`src/hdl/e2e_pkg.sv`:
```
// Package: item types, opcodes, status codes and the CRC-8 byte step.
package e2e_pkg;

	// Frame modes carried by the opcode of a frame's first item
	localparam logic [1:0] OP_PROTECT = 2'd0;
	localparam logic [1:0] OP_FORWARD = 2'd1;
	localparam logic [1:0] OP_CHECK   = 2'd2;

	// Configuration register indexes
	localparam logic [1:0] REG_DATA_ID   = 2'd0;
	localparam logic [1:0] REG_MAX_DELTA = 2'd1;
	localparam logic [1:0] REG_CRC_START = 2'd2;

	// CRC-8 SAE J1850 polynomial and values that do not vary
	localparam logic [7:0] CRC_POLY      = 8'h1D;
	localparam logic [7:0] CRC_START_RST = 8'hFF;
	localparam logic [3:0] COUNT_WRAP    = 4'd14;

	typedef enum logic [2:0] {
		ST_OK        = 3'd0,
		ST_REPEATED  = 3'd1,
		ST_WRONG_SEQ = 3'd2,
		ST_WRONG_CRC = 3'd3,
		ST_NO_NEW    = 3'd4,
		ST_EMPTY     = 3'd5
	} status_t;

	typedef struct packed {
		logic [1:0] opcode;
		logic [7:0] data_byte;
		logic       byte_valid;
		logic       last;
	} in_item_t;

	typedef struct packed {
		status_t    status;
		logic [7:0] crc_out;
		logic [7:0] control_out;
	} out_item_t;

	// One byte through the CRC register, MSB first
	function automatic logic [7:0] crc_byte(input logic [7:0] crc, input logic [7:0] b);
		logic [7:0] c;
		c = crc ^ b;
		for (int i = 0; i < 8; i++) begin
			if (c[7]) begin
				c = {c[6:0], 1'b0} ^ CRC_POLY;
			end else begin
				c = {c[6:0], 1'b0};
			end
		end
		return c;
	endfunction

endpackage

```
`src/hdl/e2e_crc8_counter_protect_check.sv`:
```
// Top level: E2E CRC-8 header protect, forward and check unit.
//
// Frames arrive one byte per item; the opcode of a frame's first item picks
// protect, forward or check, and the item with last set ends the frame and
// yields one result (status, inverted CRC-8, control byte). The block takes
// one item per cycle: the running CRC advances one byte per cycle (plus the
// control byte on a frame's first item), which is the loop that sets that
// figure. After reset and after each configuration write the data-id CRC
// prefix is recomputed, and items are stalled while that happens. Apart
// from that, a last item is stalled only while the result register is full
// and its result is stalled; other items keep flowing.
module e2e_crc8_counter_protect_check (
	input  logic               clk,
	input  logic               arst_n,
	input  logic               item_valid,
	output logic               item_stall,
	input  e2e_pkg::in_item_t  item,
	output logic               result_valid,
	input  logic               result_stall,
	output e2e_pkg::out_item_t result,
	input  logic               cfg_valid,
	output logic               cfg_ready,
	input  logic [1:0]         cfg_index,
	input  logic [15:0]        cfg_data
);
	import e2e_pkg::*;

	// Configuration and derived prefix
	logic [15:0] data_id_q;
	logic [3:0]  max_delta_q;
	logic [7:0]  crc_start_q;
	logic [7:0]  prefix_q;
	logic        pend_q;

	// Frame state
	logic        active_q;
	logic [1:0]  mode_q;
	logic [1:0]  pos_q;
	logic        seen_q;
	logic [7:0]  run_q;
	logic [7:0]  rcrc_q;
	logic [7:0]  rctl_q;
	logic [3:0]  protect_q;
	logic [3:0]  check_q;

	// Result register
	out_item_t   result_q;
	logic        result_valid_q;

	logic        acc;
	logic        take;
	logic        cfg_wr;
	logic        start;
	logic [1:0]  mode;
	logic        is_check;
	logic [3:0]  next_prot;
	logic [7:0]  ctl_gen;
	logic [7:0]  crc_a;
	logic [7:0]  rctl_a;
	logic [7:0]  rcrc_a;
	logic [1:0]  pos_a;
	logic        seen_a;
	logic [7:0]  crc_b;
	logic [7:0]  rctl_b;
	logic [7:0]  rcrc_b;
	logic [1:0]  pos_b;
	logic        seen_b;
	logic [7:0]  crc_fin;
	logic [3:0]  rc;
	logic [3:0]  diff;
	out_item_t   res_d;
	logic        crc_good;

	assign cfg_ready    = 1'b1;
	assign cfg_wr       = cfg_valid && cfg_ready;
	assign take         = result_valid_q && !result_stall;
	assign item_stall   = pend_q || (result_valid_q && result_stall && item.last);
	assign acc          = item_valid && !item_stall;
	assign result_valid = result_valid_q;
	assign result       = result_q;

	// Frame start: pick mode, build control byte, seed the CRC
	always_comb begin
		start     = !active_q;
		mode      = start ? item.opcode : mode_q;
		is_check  = mode[1];
		next_prot = (protect_q < COUNT_WRAP) ? protect_q + 4'd1 : 4'd0;
		ctl_gen   = {data_id_q[15:12], (mode == OP_PROTECT) ? next_prot : check_q};
		if (start) begin
			crc_a  = is_check ? prefix_q : crc_byte(prefix_q, ctl_gen);
			rctl_a = is_check ? 8'd0 : ctl_gen;
			rcrc_a = 8'd0;
			pos_a  = 2'd0;
			seen_a = 1'b0;
		end else begin
			crc_a  = run_q;
			rctl_a = rctl_q;
			rcrc_a = rcrc_q;
			pos_a  = pos_q;
			seen_a = seen_q;
		end
	end

	// Take the item's byte: header bytes then payload on check, payload otherwise
	always_comb begin
		crc_b  = crc_a;
		rctl_b = rctl_a;
		rcrc_b = rcrc_a;
		pos_b  = pos_a;
		seen_b = seen_a;
		if (item.byte_valid) begin
			if (!is_check || pos_a == 2'd2) begin
				crc_b  = crc_byte(crc_a, item.data_byte);
				seen_b = 1'b1;
			end else if (pos_a == 2'd0) begin
				rcrc_b = item.data_byte;
				pos_b  = 2'd1;
			end else begin
				rctl_b = item.data_byte;
				crc_b  = crc_byte(crc_a, item.data_byte);
				pos_b  = 2'd2;
			end
		end
	end

	// Classify the finished frame
	always_comb begin
		crc_fin  = ~crc_b;
		rc       = rctl_b[3:0];
		diff     = rc - check_q;
		crc_good = (rcrc_b == crc_fin);
		res_d    = '{status: ST_OK, crc_out: crc_fin, control_out: rctl_b};
		if (!seen_b) begin
			res_d = '{status: is_check ? ST_NO_NEW : ST_EMPTY, crc_out: 8'd0,
				control_out: 8'd0};
		end else if (is_check) begin
			if (!crc_good) begin
				res_d.status = ST_WRONG_CRC;
			end else if (rc == check_q) begin
				res_d.status = ST_REPEATED;
			end else if (rc < check_q || diff > max_delta_q) begin
				res_d.status = ST_WRONG_SEQ;
			end else begin
				res_d.status = ST_OK;
			end
		end
	end

	// Configuration registers; recompute the data-id prefix in the cycle after a write
	always_ff @(posedge clk or negedge arst_n) begin
		if (!arst_n) begin
			data_id_q   <= 16'd0;
			max_delta_q <= 4'd0;
			crc_start_q <= CRC_START_RST;
			pend_q      <= 1'b1;
		end else begin
			pend_q <= cfg_wr;
			if (cfg_wr) begin
				unique case (cfg_index)
					REG_DATA_ID:   data_id_q   <= cfg_data;
					REG_MAX_DELTA: max_delta_q <= cfg_data[3:0];
					REG_CRC_START: crc_start_q <= cfg_data[7:0];
					default: ;
				endcase
			end
		end
	end

	always_ff @(posedge clk) begin
		if (pend_q) begin
			prefix_q <= crc_byte(crc_byte(crc_start_q, data_id_q[15:8]), data_id_q[7:0]);
		end
	end

	// Advance frame state on each accepted item, and the counters on the last item of a frame with payload
	always_ff @(posedge clk or negedge arst_n) begin
		if (!arst_n) begin
			active_q  <= 1'b0;
			mode_q    <= OP_PROTECT;
			pos_q     <= 2'd0;
			seen_q    <= 1'b0;
			run_q     <= 8'd0;
			rcrc_q    <= 8'd0;
			rctl_q    <= 8'd0;
			protect_q <= 4'd0;
			check_q   <= 4'd0;
		end else if (acc) begin
			active_q <= !item.last;
			mode_q   <= mode;
			pos_q    <= pos_b;
			seen_q   <= seen_b;
			run_q    <= crc_b;
			rcrc_q   <= rcrc_b;
			rctl_q   <= rctl_b;
			if (item.last && seen_b) begin
				if (!is_check) begin
					protect_q <= (mode == OP_PROTECT) ? next_prot : check_q;
				end else if (crc_good) begin
					check_q <= rc;
				end
			end
		end
	end

	// Result register: load on a last item, drop when taken
	always_ff @(posedge clk or negedge arst_n) begin
		if (!arst_n) begin
			result_valid_q <= 1'b0;
		end else if (acc && item.last) begin
			result_valid_q <= 1'b1;
		end else if (take) begin
			result_valid_q <= 1'b0;
		end
	end

	always_ff @(posedge clk) begin
		if (acc && item.last) begin
			result_q <= res_d;
		end
	end

	// A last item always yields a result in the next cycle
	a_last_gives_result: assert property (@(posedge clk) disable iff (!arst_n)
		acc && item.last |=> result_valid)
		else $error("last item did not produce a result");

	// Other items never create a result
	a_no_spurious: assert property (@(posedge clk) disable iff (!arst_n)
		acc && !item.last && (!result_valid || !result_stall) |=> !result_valid)
		else $error("result appeared without a last item");

	// No item is taken while the prefix is being recomputed
	a_prefix_stall: assert property (@(posedge clk) disable iff (!arst_n)
		pend_q |-> item_stall)
		else $error("item accepted during prefix update");

	// Frames with no payload bytes (status EMPTY or NO_NEW) carry no header bytes
	a_reject_zero: assert property (@(posedge clk) disable iff (!arst_n)
		result_valid && (result.status == ST_EMPTY || result.status == ST_NO_NEW)
		|-> result.crc_out == 8'd0 && result.control_out == 8'd0)
		else $error("rejected frame carries header bytes");

endmodule
```
`config.mk`:
```
export PLATFORM = sky130hd
export DESIGN_NAME = e2e_crc8_counter_protect_check
export DESIGN_NICKNAME = d
export VERILOG_FILES = /design/src/hdl/e2e_pkg.sv /design/src/hdl/e2e_crc8_counter_protect_check.sv
export SDC_FILE = /design/constraint.sdc
export NUM_CORES = 1
export LEC_CHECK = 0
export BUFFER_PORTS_ARGS = -buffer_cell sky130_fd_sc_hd__buf_2
export CAP_MARGIN = 20
export CORE_MARGIN = 1
export CORE_UTILIZATION = 30
export DETAILED_ROUTE_END_ITERATION = 10
export GPL_TIMING_DRIVEN = 0
export SYNTH_ARGS = -nofsm -noshare
export SYNTH_HDL_FRONTEND = slang
export SYNTH_SLANG_ARGS = --single-unit
```
`constraint.sdc`:
```
create_clock -name clk -period 12.2 [get_ports clk]
set_clock_uncertainty 0.05 [all_clocks]
set_input_delay 1.22 -clock clk [delete_from_list [all_inputs] [get_ports clk]]
set_output_delay 1.22 -clock clk [all_outputs]
set_load 0.05 [all_outputs]
```
==> results of run 1 <==
[sequential cells by signal, summed over array words and instances, names as in the netlist]
register and flops:
active_q 1, check_q 4, crc_start_q 8, data_id_q 16
max_delta_q 4, mode_q 2, pend_q 1, pos_q 2
prefix_q 8, protect_q 4, rcrc_q 8, rctl_q 8
result 19, result_valid 1, run_q 8, seen_q 1
[through the flow]
step                      util, %  area [µm²]  hold WS (ns)  cells  setup WS, ns
final                        35.4        7250         0.434    953          6.26
after CTS                    35.4        7250         0.434    953          6.27
after floorplan                 -        6350         0.391    614          6.98
after global routing         35.4        7250         0.452    953          5.88
after detailed placement     33.9        6950         0.418    937          5.87
after global placement       33.9        6950         0.408    937          5.92
[layer usage]
layer  vias to the layer above  track usage, %
li1                       2283               -
met1                      2303            21.2
met2                       165            25.0
met3                        15            3.73
met4                         0            3.87
met5                         -               0
[final cells by class]
class	instances	area share (%)
multi-input cells	473	50.0
clock buffers	9	3.11
well taps	270	4.66
flip-flops and latches	95	34.8
clock inverters	7	1.05
inverters	22	1.14
plain buffers	24	1.52
repair buffers	53	3.69
[logic make-up (layout without fill, tap and decap cells)]
family                     count (synthesis)  after routing  share of synthesized area [%]
other                                      1              1                         0.0591
buffers and inverters                     46            115                           3.04
muxes                                     47             47                           8.40
and+or+nand+nor                          178            178                           14.4
xor gates and xnor gates                 118            118                           19.6
AOI/OAI and AO/OA                        119            119                           12.7
DFF                                       95             95                           39.8
adders and majority gates                 10             10                           2.09
[worst paths after layout]
kind                                              end             startpoint
max                              result[16]$_DFFE_PP_               item[11]
min                             rcrc_q[6]$_DFFE_PN0P_  rcrc_q[6]$_DFFE_PN0P_
max reg2reg                  result[17]$_SDFFCE_PN0P_   active_q$_DFFE_PN0P_
min reg2reg                     rcrc_q[6]$_DFFE_PN0P_  rcrc_q[6]$_DFFE_PN0P_
max in group asynchronous       rcrc_q[4]$_DFFE_PN0P_                 arst_n
min in group asynchronous  max_delta_q[2]$_DFFE_PN0P_                 arst_n
[cells in the mapped netlist, types with 6 or more instances]
| cell type | count | area share, % |
|---|---|---|
| o21ai_0 | 38 | 3.0 |
| nand3_1 | 8 | 0.63 |
| nor2_1 | 45 | 2.7 |
| xnor2_1 | 76 | 10 |
| edfxtp_1 | 27 | 13 |
| xor2_1 | 25 | 3.5 |
| a31oi_1 | 6 | 0.59 |
| inv_1 | 22 | 1.3 |
| a21oi_1 | 18 | 1.4 |
| xnor3_1 | 6 | 2.1 |
| and2_1 | 8 | 0.79 |
| mux2_2 | 37 | 6.6 |
| clkbuf_1 | 19 | 1.1 |
| o31ai_1 | 6 | 0.71 |
| mux2i_1 | 8 | 1.3 |
| a22oi_1 | 10 | 1.2 |
| nand2_1 | 60 | 3.5 |
| ha_1 | 9 | 1.8 |
| dfrtp_1 | 59 | 23 |
| nor2b_1 | 10 | 0.99 |
| dfstp_2 | 9 | 3.7 |
| nor3_1 | 8 | 0.63 |
[critical path, delay by kind of cell]
kind / cells / cell delay [ns]
AND/OR/NAND/NOR: 6 / 1.85
AO/OA/AOI/OAI: 6 / 2.13
XOR/XNOR: 1 / 0.30
buffers and inverters: 2 / 0.49
==> results by group, run 1 <==
Floorplan
  • Die area: around 0.022 mm²
  • # IOs: 57
  • Die Wd: ~150 µm
  • Initial core utilization: 31.0%
  • Core box area: around 0.020 mm²
  • FP Rows: 52
  • Chip height: between 100 and 150 µm

Critical path
  • Reg2reg path depth: 20
  • CP required: around 12 ns
  • Slowest cell on the critical path: a2111oi_1
  • Max FO, Critical Path: 10
  • Setup slack, reg-to-reg: roughly 6.6 ns
  • Crit path cell chain: buf_2, clkbuf_1, nor3_2, o211ai_1, a21o_1, nand4_1, and4b_1, a2111oi_1, nand2_1, xnor2_1, a32o_1, or4_1, o41a_1, nor4_1, o21ai_1
  • CP arrival: 5.99 ns
  • Worst path max stage delay: a little over 0.6 ns
  • Crit path capture type: flop
  • Setup Crit Path Kind: in2reg
  • Startpoint type of the worst setup path: primary input

Routing
  • DR WL met3: around 1.2 mm
  • Routed wl met2: between 7 and 8 mm
  • Vias per inst: 5.00
  • DRC Markers: 0
  • Top layer in use: met4
  • Post-Route WL: 16.3 mm
  • Drt pass-1 iters: 5
  • ANT nets after route: 0
  • WL met1: 7.24 mm
  • Total number of vias: roughly 4800
  • DR iter-0 viols: 422
  • WL/cell: roughly 17 µm

Run
  • Max-cap check violation count: 0

Clock network
  • CTS Hold Buffers Added: 0
  • CTS tree: done
  • Clock buffer depth: 2
  • Clock Sinks: 95
  • Postcts setup bufs: 0
  • H-tree depth: 3
  • Root Driver: clkbuf_16
  • TritonCTS Buffers: 9
  • Worst skew pair latency: between 0.3 and 0.4 ns
  • Clk slew on worst S/H paths: approximately 0.07 ns
  • Post-CTS sizing: 0

Yosys
  • Post-synth EDFFs: 27
  • Mapped Nets: 659
  • Sequential-to-total area share from yosys stat: 39.8%
  • Post-synth ARST share: between 70% and 80%
  • Synth Warn #: 0
  • Syn avg cell area: about 10 µm²
  • Post-Synthesis Cells: between 600 and 700
  • Post-synthesis cell area: about 0.0063 mm²
  • Yosys reg bits: 95
  • Number of unique standard cell types used by synthesis: a little under 80
  • Most common flop cell mapped by yosys: dfrtp_1

Hold path
  • Hold Path Depth: 2
  • Hold WC Path Type: reg2reg

Finish
  • Fill cell count: around 2100
  • Most frequent cells in the layout: xnor2_1 (76), nand2_1 (60), dfrtp_1 (59), buf_2 (52), nor2_1 (45)
  • Diode count: 0
  • Multi-input logic area: between 0.003 and 0.004 mm²
  • Layout cell share with drive strength beyond 1: a little over a fifth
  • Sequential cell area: approximately 0.0025 mm²
  • Final nets: ~720
  • Layout area overhead: 14.3%
  • Commonest non-fill, non-tap cell in the layout: xnor2_1

Placed design
  • GP Congestion: ~0.89
  • Sum of net half-perimeters after detailed placement: 12.4 mm
  • Count of input and output buffers: 53

Global route
  • Initial antenna violation count: 0
  • Largest net degree at the start of global routing: 69
  • First-pass GRT wire length: between 20 and 30 mm
  • Grt total ovfl: 0
  • GRT Total Usage: ~16%
  • Number of global-route vias before repair: between 4000 and 5000

STA
  • Max-slew violation count: 0
  • Setup TNS: 0 ns
  • Max-slew headroom: approximately a third
  • Final setup viols: 0
  • RSZ-0062 raised after global routing: no
  • Final Cycle Share: around 49%
  • Fmax: ~170 MHz
  • Worst slew pin tran: around 0.99 ns
  • Final hold violations: 0
  • Final min period: 5.94 ns

Outcome
  • Status: complete, no violations
Power of run 1 is left out: the tool's default activity adds up to more than one toggle a clock period on the data nets, which glitch-free logic cannot reach.
==> inputs of run 2 (changes only) <==
ABC_AREA = 1   (was default)
clock period = 5 ns   (was 12.2 ns; I/O delays follow)
==> run 2 against run 1 <==
  * Die area is 2.0% higher
  * Cell area rose by 2.7%
  * Cell count is 28% higher
  * Utilization fell by 0.058 points
  * Worst setup slack got worse by 5.9 ns
  * Synthesized cell count is 42% higher
  * Critical path type is now reg2reg
  * Critical endpoint is now result[17]$_SDFFCE_PN0P_
==> results by group, run 2 <==
Clock network
  • Post-CTS sizing: 0
  • CTS Hold Buffers Added: 1
  • Postcts setup bufs: 0
  • Clk slew on worst S/H paths: roughly 0.07 ns
  • Root Driver: clkbuf_16
  • Worst skew pair latency: about 0.35 ns
  • H-tree depth: 3
  • CTS tree: done
  • Clock Sinks: 95
  • TritonCTS Buffers: 9
  • Clock buffer depth: 2

Routing
  • Drt pass-1 iters: 5
  • DR iter-0 viols: 391
  • Total number of vias: roughly 5900
  • Post-Route WL: between 15 and 20 mm
  • WL/cell: between 10 and 15 µm
  • ANT nets after route: 0
  • Vias per inst: between 4 and 5
  • DRC Markers: 0

STA
  • Final Cycle Share: between 90 and 100%
  • Hold WS: around 0.24 ns
  • Setup TNS: 0 ns
  • Final min period: roughly 4.6 ns
  • Max-slew headroom: between 40% and 50%
  • Fmax: about 220 MHz
  • Final hold violations: 0
  • Max-slew violation count: 0
  • Worst slew pin tran: between 0.7 and 0.8 ns
  • RSZ-0062 raised after global routing: no
  • Final setup viols: 0

Yosys
  • Most common cell in the netlist: nand2_1
  • Post-synth EDFFs: 27
  • Number of unique standard cell types used by synthesis: 37
  • Most common flop cell mapped by yosys: dfrtp_1
  • Post-Synthesis Cells: 873
  • Post-synthesis cell area: between 0.006 and 0.007 mm²
  • Syn avg cell area: approximately 7.4 µm²
  • Sequential-to-total area share from yosys stat: between 30% and 40%
  • Mapped Nets: ~920
  • Share of the synthesized area in the top cell type: between 20% and 30%
  • Synth Warn #: 0
  • Synth top area cells: dfrtp_1 (23%), nand2_1 (15%), edfxtp_1 (13%)
  • Yosys reg bits: 95
  • Leading area contributor after synthesis: dfrtp_1
  • Commonest cells in the synthesized netlist: nand2_1 (265), nand3_1 (108), inv_1 (91), o21ai_0 (78), dfrtp_1 (59)
  • Post-synth ARST share: a little under three quarters

Floorplan
  • Die Wd: roughly 150 µm
  • Core box area: around 0.021 mm²
  • Chip height: around 150 µm
  • Die area: ~0.022 mm²
  • FP Rows: 53
  • # IOs: 57
  • Initial core utilization: between 30% and 40%

Placed design
  • GP Congestion: approximately 0.90
  • Sum of net half-perimeters after detailed placement: roughly 14 mm
  • Count of input and output buffers: 55

Critical path
  • Crit path capture type: flop
  • Reg2reg path depth: 22
  • Startpoint type of the worst setup path: flop
  • CP required: roughly 5.1 ns
  • CP arrival: 4.66 ns
  • Setup Crit Path Kind: reg2reg
  • Max FO, Critical Path: 10

Global route
  • GRT Total Usage: between 10% and 20%
  • First-pass GRT wire length: ~28 mm
  • Grt total ovfl: 0
  • Number of global-route vias before repair: around 5300
  • Initial antenna violation count: 0
  • Largest net degree at the start of global routing: 57

Hold path
  • Hold Path Depth: 1
  • Hold WC Path Type: in2reg

Finish
  • Layout cell share with drive strength beyond 1: ~18%
  • Max reg flops: 19
  • Final nets: slightly below 1000
  • Layout area overhead: 15.1%
  • Diode count: 0
  • Commonest non-fill, non-tap cell in the layout: nand2_1
  • Most frequent cells in the layout: nand2_1 (265), nand3_1 (108), inv_1 (91), o21ai_0 (78), dfrtp_1 (59)
  • Fill cell count: 2227

Power
  • LEAKAGE: 0.00370 µW
  • Power per cell area: ~830 mW/mm²
  • Worst vdd ir: approximately 0.0008 V

Run
  • Max-cap check violation count: 0

Outcome
  • Status: complete, no violations
run 2: metrics by stage:
stage               util (%)  power [µW]  worst slack (ns)  cells  cell area [µm²]
CTS                     35.3        6200             0.478   1221             7450
detailed placement      33.8        5410             0.352   1204             7120
finish                  35.3        6170             0.399   1221             7450
global route            35.3        6750            0.0538   1221             7450
floorplan                  -        4730              1.43    873             6470
global placement        33.6        5360             0.360   1203             7090
run 2: cells by family after synthesis:
| family | share of synthesized area (%) |
|---|---|
| xor gates and xnor gates | 8.60 |
| AOI/OAI and AO/OA | 8.60 |
| other | 0.0579 |
| buffers and inverters | 7.19 |
| muxes | 0.696 |
| and+or+nand+nor | 33.8 |
| DFF | 39.0 |
| adders and majority gates | 2.05 |
run 2: cell type report:
type	count	area, µm²	area share [%]
Timing Repair Buffer	57	315	4.23
Clock inverter	6	90.1	1.21
Tap cell	275	344	4.62
Buffer	20	95.1	1.28
Sequential cell	95	2520	33.9
Clock buffer	10	229	3.07
Multi-Input combinational cell	660	3480	46.8
Inverter	98	370	4.97
run 2: final timing paths:
path	start	end	slack, ns
min in group asynchronous	arst_n	rcrc_q[3]$_DFFE_PN0P_	0.50
setup / recovery	active_q$_DFFE_PN0P_	result[17]$_SDFFCE_PN0P_	0.40
setup reg to reg	active_q$_DFFE_PN0P_	result[17]$_SDFFCE_PN0P_	0.40
hold / removal	cfg_valid	pend_q$_DFF_PN1_	0.24
max in group asynchronous	arst_n	crc_start_q[4]$_DFFE_PN1P_	3.80
hold reg to reg	check_q[3]$_DFFE_PN0P_	check_q[3]$_DFFE_PN0P_	0.42
run 2: worst max-delay path, cell delays in order (launching register included):
cell and delay [ns]:
dfrtp_1 0.34, buf_6 0.13, clkbuf_1 0.44, nand2_1 0.14
nor3_1 0.48, inv_1 0.16, clkbuf_1 0.23, o21ai_0 0.46
inv_1 0.20, ha_1 0.34, nand3_1 0.08, nand2_1 0.08
xor2_1 0.18, ha_1 0.27, nand2_1 0.09, o21bai_1 0.10
nand2_1 0.05, o21ai_0 0.08, nand2_1 0.09, nand2_1 0.07
nand3_1 0.15, nand2_1 0.11, inv_1 0.04
run 2: power by group:
part,internal (µW),switching (µW)
clock network,441,309
registers,1310,134
logic,1560,2430
run 2: routing by layer:
metal	up-vias	part of all wire [%]	GRT usage, %
met5	-	0	0
met4	0	1.8	4.49
met3	20	6.1	3.06
met2	173	44	25.7
met1	2705	48	22.9
li1	2962	-	-
No activity file was read; power rests on OpenSTA's default activity.
